**config.mk**
```make
export PLATFORM = sky130hd
export DESIGN_NAME = sliding_median_filter_flat
export DESIGN_NICKNAME = d
export VERILOG_FILES = /design/src/design/smf_pkg.sv /design/src/design/smf_if.sv /design/src/design/smf_ctrl.sv /design/src/design/smf_datapath.sv /design/src/design/sliding_median_filter.sv /design/src/flat_wrapper.sv
export SDC_FILE = /design/constraint.sdc
export NUM_CORES = 1
export LEC_CHECK = 0
export BUFFER_PORTS_ARGS = -buffer_cell sky130_fd_sc_hd__buf_2
export CAP_MARGIN = 40
export CELL_PAD_IN_SITES_DETAIL_PLACEMENT = 1
export CELL_PAD_IN_SITES_GLOBAL_PLACEMENT = 2
export CORE_ASPECT_RATIO = 1.4
export CORE_UTILIZATION = 25
export CTS_CLUSTER_DIAMETER = 80
export DETAILED_ROUTE_END_ITERATION = 8
export GPL_TIMING_DRIVEN = 0
export PLACE_DENSITY_LB_ADDON = 0.1
export SLEW_MARGIN = 20
export SYNTH_ARGS = -nofsm -noshare
export SYNTH_HDL_FRONTEND = slang
export SYNTH_SLANG_ARGS = --single-unit
```
**constraint.sdc**
```tcl
create_clock -name clk -period 9.53 [get_ports clk]
set_clock_uncertainty 0.2 [all_clocks]
set_input_delay 0.4765 -clock clk [delete_from_list [all_inputs] [get_ports clk]]
set_output_delay 0.4765 -clock clk [all_outputs]
set_load 0.01 [all_outputs]
```
**src/design/smf_pkg.sv**
```systemverilog
// shared constants, codes and control types for the sliding median filter
package smf_pkg;

    localparam int WINDOW = 5;
    localparam int IDX_W  = $clog2(WINDOW);
    localparam int CNT_W  = $clog2(WINDOW + 1);
    localparam int DATA_W = 32;

    // first fill count at which the result comes from the sorted window
    localparam int MIN_SORT_FILL = 3;

    typedef enum logic [1:0] {
        OP_SAMPLE = 2'd0,
        OP_SEED   = 2'd1,
        OP_CLEAR  = 2'd2,
        OP_NOP    = 2'd3
    } op_t;

    typedef enum logic [1:0] {
        ST_IDLE,
        ST_SCAN,
        ST_FINISH
    } state_t;

    typedef struct packed {
        logic accept;
        logic scan_step;
        logic load_out;
    } ctrl_cmd_t;

    typedef struct packed {
        logic need_scan;
        logic hit;
        logic out_blocked;
    } dp_status_t;

endpackage

```
**src/design/smf_if.sv**
```systemverilog
// valid/ready channel interfaces for samples in and medians out
interface smf_in_if;
    logic                            valid;
    logic                            ready;
    logic [1:0]                      opcode;
    logic signed [smf_pkg::DATA_W-1:0] sample_value;

    modport source (output valid, output opcode, output sample_value, input ready);
    modport sink   (input valid, input opcode, input sample_value, output ready);
endinterface

interface smf_out_if;
    logic                            valid;
    logic                            ready;
    logic signed [smf_pkg::DATA_W-1:0] median_out;
    logic                            window_full;

    modport source (output valid, output median_out, output window_full, input ready);
    modport sink   (input valid, input median_out, input window_full, output ready);
endinterface

```
**src/design/smf_ctrl.sv**
```systemverilog
// controller state machine: accept, rank scan, result hand-off
module smf_ctrl (
    input  logic                clk,
    input  logic                rst_n,
    input  logic                in_valid,
    output logic                in_ready,
    input  smf_pkg::dp_status_t status,
    output smf_pkg::ctrl_cmd_t  cmd
);
    import smf_pkg::*;

    state_t state_reg;
    state_t state_next;

    // state register
    always_ff @(posedge clk or negedge rst_n)
    begin
        if (!rst_n)
        begin
            state_reg <= ST_IDLE;
        end
        else
        begin
            state_reg <= state_next;
        end
    end

    // next state
    always_comb
    begin
        state_next = state_reg;
        unique case (state_reg)
            ST_IDLE:
            begin
                if (in_valid)
                begin
                    state_next = status.need_scan ? ST_SCAN : ST_FINISH;
                end
            end
            ST_SCAN:
            begin
                if (status.hit)
                begin
                    state_next = ST_FINISH;
                end
            end
            ST_FINISH:
            begin
                if (!status.out_blocked)
                begin
                    state_next = ST_IDLE;
                end
            end
            default:
            begin
                state_next = ST_IDLE;
            end
        endcase
    end

    // outputs
    always_comb
    begin
        cmd      = '0;
        in_ready = 1'b0;
        unique case (state_reg)
            ST_IDLE:
            begin
                in_ready   = 1'b1;
                cmd.accept = in_valid;
            end
            ST_SCAN:
            begin
                cmd.scan_step = 1'b1;
            end
            ST_FINISH:
            begin
                cmd.load_out = !status.out_blocked;
            end
            default:
            begin
                in_ready = 1'b0;
            end
        endcase
    end

endmodule

```
**src/design/smf_datapath.sv**
```systemverilog
// window store, rank counter and output register
module smf_datapath (
    input  logic                               clk,
    input  logic                               rst_n,
    input  smf_pkg::ctrl_cmd_t                 cmd,
    output smf_pkg::dp_status_t                status,
    input  logic [1:0]                         opcode,
    input  logic signed [smf_pkg::DATA_W-1:0]  sample_value,
    input  logic                               out_ready,
    output logic                               out_valid,
    output logic signed [smf_pkg::DATA_W-1:0]  median_out,
    output logic                               window_full
);
    import smf_pkg::*;

    logic signed [DATA_W-1:0] slot_reg  [WINDOW];
    logic signed [DATA_W-1:0] slot_next [WINDOW];
    logic [CNT_W-1:0]         fill_reg;
    logic [CNT_W-1:0]         fill_next;
    logic [IDX_W-1:0]         oldest_reg;
    logic [IDX_W-1:0]         oldest_next;
    logic [CNT_W-1:0]         count_reg;
    logic [CNT_W-1:0]         count_next;
    logic [CNT_W-1:0]         target_reg;
    logic [CNT_W-1:0]         target_next;
    logic [IDX_W-1:0]         idx_reg;
    logic signed [DATA_W-1:0] result_reg;
    logic signed [DATA_W-1:0] result_next;
    logic signed [DATA_W-1:0] median_reg;
    logic                     full_reg;
    logic                     out_valid_reg;
    logic                     need_scan;
    logic                     is_full;
    logic [CNT_W-1:0]         fill_inc;
    logic signed [DATA_W-1:0] cand;
    logic [WINDOW-1:0]        below;
    logic [CNT_W-1:0]         rank;

    assign is_full  = (fill_reg >= CNT_W'(WINDOW));
    assign fill_inc = fill_reg + CNT_W'(1);

    // decode of the incoming transaction against the current fill
    always_comb
    begin
        for (int j = 0; j < WINDOW; j++)
        begin
            slot_next[j] = slot_reg[j];
        end
        fill_next   = fill_reg;
        oldest_next = oldest_reg;
        count_next  = count_reg;
        target_next = target_reg;
        result_next = '0;
        need_scan   = 1'b0;
        unique case (op_t'(opcode))
            OP_SAMPLE:
            begin
                result_next = sample_value;
                if (!is_full)
                begin
                    slot_next[fill_reg[IDX_W-1:0]] = sample_value;
                    fill_next   = fill_inc;
                    count_next  = fill_inc;
                    target_next = fill_inc >> 1;
                    need_scan   = (fill_inc >= CNT_W'(MIN_SORT_FILL));
                end
                else
                begin
                    slot_next[oldest_reg] = sample_value;
                    oldest_next = (oldest_reg >= IDX_W'(WINDOW - 1)) ?
                                  '0 : oldest_reg + IDX_W'(1);
                    count_next  = CNT_W'(WINDOW);
                    target_next = CNT_W'(WINDOW / 2);
                    need_scan   = 1'b1;
                end
            end
            OP_SEED:
            begin
                for (int j = 0; j < WINDOW; j++)
                begin
                    slot_next[j] = sample_value;
                end
                fill_next   = CNT_W'(WINDOW);
                oldest_next = '0;
                result_next = sample_value;
            end
            OP_CLEAR:
            begin
                for (int j = 0; j < WINDOW; j++)
                begin
                    slot_next[j] = '0;
                end
                fill_next   = '0;
                oldest_next = '0;
            end
            default:
            begin
                result_next = '0;
            end
        endcase
    end

    // stable rank of the current candidate slot among the filled slots
    assign cand = slot_reg[idx_reg];
    always_comb
    begin
        for (int j = 0; j < WINDOW; j++)
        begin
            below[j] = (CNT_W'(j) < count_reg) &&
                       ((slot_reg[j] < cand) ||
                        ((slot_reg[j] == cand) && (IDX_W'(j) < idx_reg)));
        end
    end
    assign rank = CNT_W'($countones(below));

    // window state
    always_ff @(posedge clk or negedge rst_n)
    begin
        if (!rst_n)
        begin
            for (int j = 0; j < WINDOW; j++)
            begin
                slot_reg[j] <= '0;
            end
            fill_reg   <= '0;
            oldest_reg <= '0;
        end
        else if (cmd.accept)
        begin
            for (int j = 0; j < WINDOW; j++)
            begin
                slot_reg[j] <= slot_next[j];
            end
            fill_reg   <= fill_next;
            oldest_reg <= oldest_next;
        end
    end

    // scan bookkeeping and result capture
    always_ff @(posedge clk)
    begin
        if (cmd.accept)
        begin
            count_reg  <= count_next;
            target_reg <= target_next;
            idx_reg    <= '0;
            result_reg <= result_next;
        end
        else if (cmd.scan_step)
        begin
            idx_reg <= idx_reg + IDX_W'(1);
            if (rank == target_reg)
            begin
                result_reg <= cand;
            end
        end
    end

    // output register
    always_ff @(posedge clk or negedge rst_n)
    begin
        if (!rst_n)
        begin
            out_valid_reg <= 1'b0;
        end
        else if (cmd.load_out)
        begin
            out_valid_reg <= 1'b1;
        end
        else if (out_ready)
        begin
            out_valid_reg <= 1'b0;
        end
    end

    always_ff @(posedge clk)
    begin
        if (cmd.load_out)
        begin
            median_reg <= result_reg;
            full_reg   <= is_full;
        end
    end

    assign status.need_scan   = need_scan;
    assign status.hit         = (rank == target_reg);
    assign status.out_blocked = out_valid_reg && !out_ready;

    assign out_valid   = out_valid_reg;
    assign median_out  = median_reg;
    assign window_full = full_reg;

endmodule

```
**src/design/sliding_median_filter.sv**
```systemverilog
// top level of the sliding-window median filter
//
// sample_ch carries one transaction per item: an opcode (sample, seed,
// clear, or the spare code that changes nothing) and a signed 32-bit value.
// result_ch returns exactly one transaction per item: the median or echoed
// value and a flag telling whether the window holds WINDOW samples.
// The block works on one item at a time. A seed, clear, spare code or early
// sample goes from acceptance to the finish state, which loads the result
// into the output register and returns to idle for the next item. A sorted
// sample first runs a rank scan, one slot per cycle from slot 0 up to the
// selected slot among the n filled slots, before the finish state.
// The result sits in an output register, so the next item is accepted
// while a finished result still waits on result_ch.
// If the receiver stalls, the following result waits in the datapath while
// the controller holds until the output register frees up, and no further
// item is taken.
// Reset empties the window, zeroes the store and drops any pending result.
module sliding_median_filter (
    input  logic      clk,
    input  logic      rst_n,
    smf_in_if.sink    sample_ch,
    smf_out_if.source result_ch
);
    import smf_pkg::*;

    ctrl_cmd_t  cmd;
    dp_status_t status;

    // sequencing
    smf_ctrl u_ctrl (
        .clk      (clk),
        .rst_n    (rst_n),
        .in_valid (sample_ch.valid),
        .in_ready (sample_ch.ready),
        .status   (status),
        .cmd      (cmd)
    );

    // window store and selection
    smf_datapath u_datapath (
        .clk          (clk),
        .rst_n        (rst_n),
        .cmd          (cmd),
        .status       (status),
        .opcode       (sample_ch.opcode),
        .sample_value (sample_ch.sample_value),
        .out_ready    (result_ch.ready),
        .out_valid    (result_ch.valid),
        .median_out   (result_ch.median_out),
        .window_full  (result_ch.window_full)
    );

endmodule
```
**src/flat_wrapper.sv**
```systemverilog
// flat-port wrapper written by rule: the top's interface ports become plain ports
module sliding_median_filter_flat import smf_pkg::*;
  (clk, rst_n, sample_ch_valid, sample_ch_opcode, sample_ch_sample_value, sample_ch_ready, result_ch_valid, result_ch_median_out, result_ch_window_full, result_ch_ready);
  smf_in_if sample_ch_i ();
  smf_out_if result_ch_i ();
  input  logic clk;
  input  logic rst_n;
  input wire logic [$bits(sample_ch_i.valid)-1:0] sample_ch_valid;
  input wire logic [$bits(sample_ch_i.opcode)-1:0] sample_ch_opcode;
  input wire logic [$bits(sample_ch_i.sample_value)-1:0] sample_ch_sample_value;
  output wire logic [$bits(sample_ch_i.ready)-1:0] sample_ch_ready;
  output wire logic [$bits(result_ch_i.valid)-1:0] result_ch_valid;
  output wire logic [$bits(result_ch_i.median_out)-1:0] result_ch_median_out;
  output wire logic [$bits(result_ch_i.window_full)-1:0] result_ch_window_full;
  input wire logic [$bits(result_ch_i.ready)-1:0] result_ch_ready;
  assign sample_ch_i.valid = sample_ch_valid;
  assign sample_ch_i.opcode = sample_ch_opcode;
  assign sample_ch_i.sample_value = sample_ch_sample_value;
  assign sample_ch_ready = sample_ch_i.ready;
  assign result_ch_valid = result_ch_i.valid;
  assign result_ch_median_out = result_ch_i.median_out;
  assign result_ch_window_full = result_ch_i.window_full;
  assign result_ch_i.ready = result_ch_ready;
  sliding_median_filter u_core (.clk(clk), .rst_n(rst_n), .sample_ch(sample_ch_i), .result_ch(result_ch_i));
endmodule
```
---- Yosys cells after proc, flatten, opt, wreduce, memory -nomap -nowiden ----
Index checks and enable logic that the tools add are counted.
storage, ports and cells
  flip-flop bits (word level) ............. 243
cells by class
  add/subtract/negate cells ............... 7
  order comparisons ....................... 23
  equality and inequality tests ........... 15
  mux-type cells .......................... 33
  bitwise gates (word level) .............. 3
  reductions and logical operators ........ 35
operators with widths
  kind                                                                   count
  160-bit case mux with 3 select lines                                   1
  160-bit bitwise mux                                                    2
  32-bit two-way mux                                                     8
  32-bit demux with 3-bit select                                         2
  32-bit == test                                                         5
  32-bit < comparator                                                    5
  160-bit two-way mux                                                    1
  32-bit binary-select mux with 3-bit select                             1
  1-bit logical AND                                                      13
  4-bit >= comparator (second input constant)                            3
  1-bit by 3-bit < comparator with 1-bit output (first input constant)   4
  2-bit by 3-bit < comparator with 1-bit output (first input constant)   4
  3-bit inverter with 4-bit output                                       3
  3-bit by 1-bit adder with 3-bit output (second input constant)         3
  3-bit two-way mux                                                      3
  3-bit case mux with 3 select lines                                     1
  3-bit AND reduction                                                    3
  4-bit by 1-bit < comparator with 1-bit output (second input constant)  2
  1-bit two-way mux                                                      8
  2-bit two-way mux                                                      4
  2-bit inequality test (second input constant)                          4
  2-bit nonzero test                                                     4
  3-bit >= comparator (second input constant)                            2
  3-bit < comparator (first input constant)                              2
  other kinds (16)                                                       28

---- Longest topological paths before layout ----
  word-level depth ........................ 15
  depth in mapped cells ................... 22
  mapped depth without buffers ............ 20

---- Cells and area by module ----
Synthesis repeated with hierarchy kept, for this count alone.
second synthesis, totals
  cell total of the unflattened synthesis .. 1651
  area total of the unflattened synthesis .. 15635.0 µm²
modules (own cells, without submodules)
  module        instances  cells an instance  area each (µm²)  sequential area each (µm²)
  smf_datapath  1          1638               15508.6          6281.0
  smf_ctrl      1          13                 126.4            50.0

---- Least setup slack after synthesis ----
Ideal clock, no wire load.
  kind .................................... reg2reg
  start point ............................. register u_core.u_datapath.idx_reg[2]
  end point ............................... register u_core.u_datapath.result_reg[0], enable pin
  setup time .............................. 432 ps
  arrival time ............................ 6248 ps
  required time ........................... 8898 ps
  path slack .............................. 2650 ps
  stages on the path, launching flop included .. 21
  buffers on the path ..................... 2
  path through ............................ dfxtp_1 -> clkbuf_1 -> buf_2 -> mux2i_1 -> o21ai_0 -> o21ai_0 -> ha_1 -> a21o_1 -> a21o_1 -> a2111oi_0 -> a21o_1 -> a31oi_1 -> fa_1 -> inv_1 -> fa_1 -> ha_1 -> xor2_1 -> or3_1 -> inv_1 -> nand2_1 -> a21oi_1
between the ends
  word-level cells in the longest chain between the ends .. 14
ends and longest elaborated chain
  element                                                           line                 source
  start: declaration                                                smf_datapath.sv:26   logic [IDX_W-1:0] idx_reg;
  start signal: assignment                                          smf_datapath.sv:151  idx_reg <= idx_reg + IDX_W'(1);
  branches (longest 10 deep; another with 32-bit < comparator)      --
  3-bit by 1-bit adder with 3-bit output (not written as such) (*)  smf_datapath.sv:114  assign rank = CNT_W'($countones(below));
  3-bit == test (*)                                                 smf_datapath.sv:152  if (rank == target_reg)
  2-bit nonzero test (no line) (*)                                  --
  2-bit AND reduction (no line) (*)                                 --
  end signal: assignment                                            smf_datapath.sv:147  result_reg <= result_next;
  end signal: assignment                                            smf_datapath.sv:154  result_reg <= cand;
  end: declaration                                                  smf_datapath.sv:27   logic signed [DATA_W-1:0] result_reg;
Mark *: on every way between the ends. The select of a mux whose other input is x is not followed.
A chain may end at the register's enable or synchronous reset.

---- Worst setup path in the final report ----
  start point ............................. register u_core.u_datapath.idx_reg[2]
  end point ............................... register u_core.u_datapath.result_reg[22], enable pin
Same word-level chain as after synthesis.

==> flow_summary.ini <==
[route]
initialDrtViolationCount = 799
wl_met1_um = 32010
drc = 0
drtPass1Iterations = 5
ant_nets = 0
wl_per_cell_um = 28.97
viasPerCell = 5.444
dr_wl_met2_um = 39510
routed-wl-met3_um = 2070
drt-total-wl_um = 77190
dr_total_vias = 14500
highest_layer = met4

[synth]
synthCells = 1646
synth_largest_area_cell = dfrtp_1
avgSynthCellArea_sq_um = 9.581
synthMuxAreaShare_pct = 4.134
synth_fa_ha_area_share_pct = 13.74
yosys_warnings = 0
synth-compound-area-share_pct = 26.45
synth_top_area_share_pct = 26.82
synth_xor_area_share_pct = 0.1111
synthSimpleGateAreaFrac_pct = 11.88
synth_seq_area_share_pct = 40.15
synthTopCellsByArea = dfrtp_1, ha_1, edfxtp_1, a22oi_1, o211ai_1
synth_nets = 1856
synth_top_family_by_area = compound AO/OA/AOI/OAI gates
synthArstFlopShare_pct = 70.42
synthFlopType = dfrtp_1
syn_area_sq_um = 15770
synth_edf_count = 68
ys_seq_elements = 240
synth_cell_types = 61

[global_route]
grt_pass1_vias = 15620
antenna_found_initial = 0
overflow = 0
grt_max_degree = 69
grt_pass1_wl_um = 112700
grt.total_usage_pct = 24.08

[pwr]
swShare_pct = 48.68
leakagePower_uw = 0.007614
clockPowerShare_pct = 14.7
pwr-share-comb_pct = 60.1
vdd_drop_max_uv = 139.9
power.total_uw = 8464
share_seq_of_total_power_pct = 25.2
p_per_area_nw_per_um2 = 449.1
p_sw_uw = 4121
p_int_uw = 4344

[hold_path]
holdPathEnd = u_core.u_datapath.result_reg[24]$_DFFE_PP_
holdPathStages = 3
worstHoldStart = sample_ch_sample_value[24]
hp-class = in -> reg

[sta]
drv_slew = 0
slew_headroom_pct = 34.13
rsz0062_at_grt = no
finalSetupTns_ps = 0
fmax_mhz = 129.3
finalCritPeriodShare_pct = 81.18
hold_viol = 0
period_needed_ps = 7737
hold_ws_ps = 65.14
worst_pin_slew_ps = 963.2
setup_violations = 0

[clock_tree]
numCtsBuffers = 31
insertion_delay_ps = 610
cts_resized = 0
clock-root-buffer = clkbuf_16
clock_path_buffers = 3
htree_levels = 1
clk_pin_slew_ps = 60
post_cts.repair.setup_buffers = 0
cts_tree = built
cts.sinks = 240

[critical_path]
path_class = reg -> reg
worstSetupStartpoint = u_core.u_datapath.idx_reg[2]$_SDFFE_PP0P_
ff2ff_setup_slack_ps = 1790
cp.required_ps = 9640
critPathCaptureType = flop
arrival_ps = 7840
setup.worst_path.start_class = flop
worstRegToRegCells = 21
timing.rr.start = u_core.u_datapath.idx_reg[2]$_SDFFE_PP0P_
crit-reg2reg-capture = u_core.u_datapath.result_reg[22]$_DFFE_PP_
cp_max_fo = 13

[finish]
layout_commonest_cell = nand2_1
nFillCells = 7144
stdcell_area_sq_um = 18850
layout_common_cells = nand2_1, ha_1, dfrtp_1, a22oi_1, o211ai_1
drive_above_1_share_pct = 13.23
final_nets = 2023
area_delta_synth_final_pct = 19.51

[floorplan]
start_util_pct = 25.37
fp.dieH_um = 299.2
core_area_sq_um = 62160
ios = 73
dieArea_sq_um = 64100
rows = 108
die_w_um = 214.3

[placed_design]
routabilityCongestion = 0.8433
dp_hpwl_um = 58980
placed_cell_area_sq_um = 17720
io_buffers = 72

[run_status]
status = completed

[flow_run]
maxCapViolCount = 0
final cells by class:
type                            count  area, sq um  share of cell area [%]
Antenna cell                        2        5.005                 0.02656
Clock buffer                       39        857.1                   4.548
Multi-Input combinational cell   1276         8901                   47.23
Inverter                           22        82.58                  0.4382
Tap cell                          825         1032                   5.477
Buffer                            108        476.7                   2.529
Clock inverter                     18        185.2                  0.9825
Sequential cell                   240         6331                   33.59
Timing Repair Buffer              134        975.9                   5.178
worst max-delay path by stage:
stage / endpoint / slack, ps
after global routing: u_core.u_datapath.result_reg[22]$_DFFE_PP_ / 1510
after detailed placement: u_core.u_datapath.result_reg[17]$_DFFE_PP_ / 1480
after floorplan: u_core.u_datapath.result_reg[0]$_DFFE_PP_ / 2650
final: u_core.u_datapath.result_reg[22]$_DFFE_PP_ / 1790
after global placement: u_core.u_datapath.result_reg[17]$_DFFE_PP_ / -2180
after CTS: u_core.u_datapath.result_reg[12]$_DFFE_PP_ / 1440
synthesized netlist by cell type, types with 5 or more instances:
| cell | instances |
|---|---|
| dfrtp_1 | 169 |
| o221ai_1 | 5 |
| o21ai_0 | 143 |
| o211ai_1 | 160 |
| nand2_1 | 274 |
| nand4_1 | 36 |
| nor2b_1 | 15 |
| nand3_1 | 17 |
| a21oi_1 | 66 |
| a21o_1 | 26 |
| a22oi_1 | 161 |
| and4_1 | 5 |
| nor2_1 | 33 |
| nor2_2 | 5 |
| nor4_1 | 6 |
| inv_1 | 22 |
| mux2i_1 | 64 |
| buf_4 | 7 |
| o21bai_1 | 6 |
| a211oi_1 | 8 |
| nand2b_1 | 10 |
| a31oi_1 | 6 |
| clkbuf_1 | 63 |
| edfxtp_1 | 68 |
| buf_2 | 35 |
| nor3_1 | 8 |
| ha_1 | 170 |
critical path: stages (launching register included):
cell and delay (ps):
dfxtp_1 300, clkbuf_1 600, clkbuf_1 510, buf_1 650
o21ai_0 180, o21ai_0 270, ha_1 350, a21oi_1 150
nor2_1 50, a211oi_1 670, a21oi_1 290, o32a_1 460
fa_1 520, inv_1 60, fa_1 390, ha_1 290
xor2_1 140, or3_1 450, inv_1 80, nand2_1 80
a21oi_4 470, buf_16 230
power by group through the flow:
stage	logic, uW	clock network, uW	registers, uW
global placement	4810	0	2140
floorplan	3140	0	2000
detailed placement	5100	0	2140
global route	5690	1320	2200
finish	5090	1250	2130
CTS	5130	1290	2130
metal layers:
metal | track usage (%) | vias up
met4 | 11.21 | 0
met2 | 43.27 | 270
li1 | - | 6660
met3 | 2.344 | 140
met5 | 0 | -
met1 | 28.81 | 7434
cell families (layout without fill, tap and decap cells):
kind of cell	count (synthesis)	count (layout)
AOI/OAI and AO/OA	615	615
and+or+nand+nor	422	422
DFF	240	240
adders and majority gates	172	172
buffers and inverters	130	321
muxes	65	65
xor gates and xnor gates	2	2
other	0	2
stage by stage:
step	setup slack, ps	util, %	std cells
2_1_floorplan	2650	-	1646
4_1_cts	1442	30.23	2654
3_5_place_dp	1481	28.50	2594
5_1_grt	1509	30.31	2662
3_3_place_gp	-2182	27.61	2543
6_report	1793	30.32	2664
what timing repair did:
item,4_1_cts,5_1_grt
hold buffers,3,0
endpoints found under the setup margin,0,0
endpoints found under the hold margin,52,0
No activity file was read; power rests on OpenSTA's default activity.
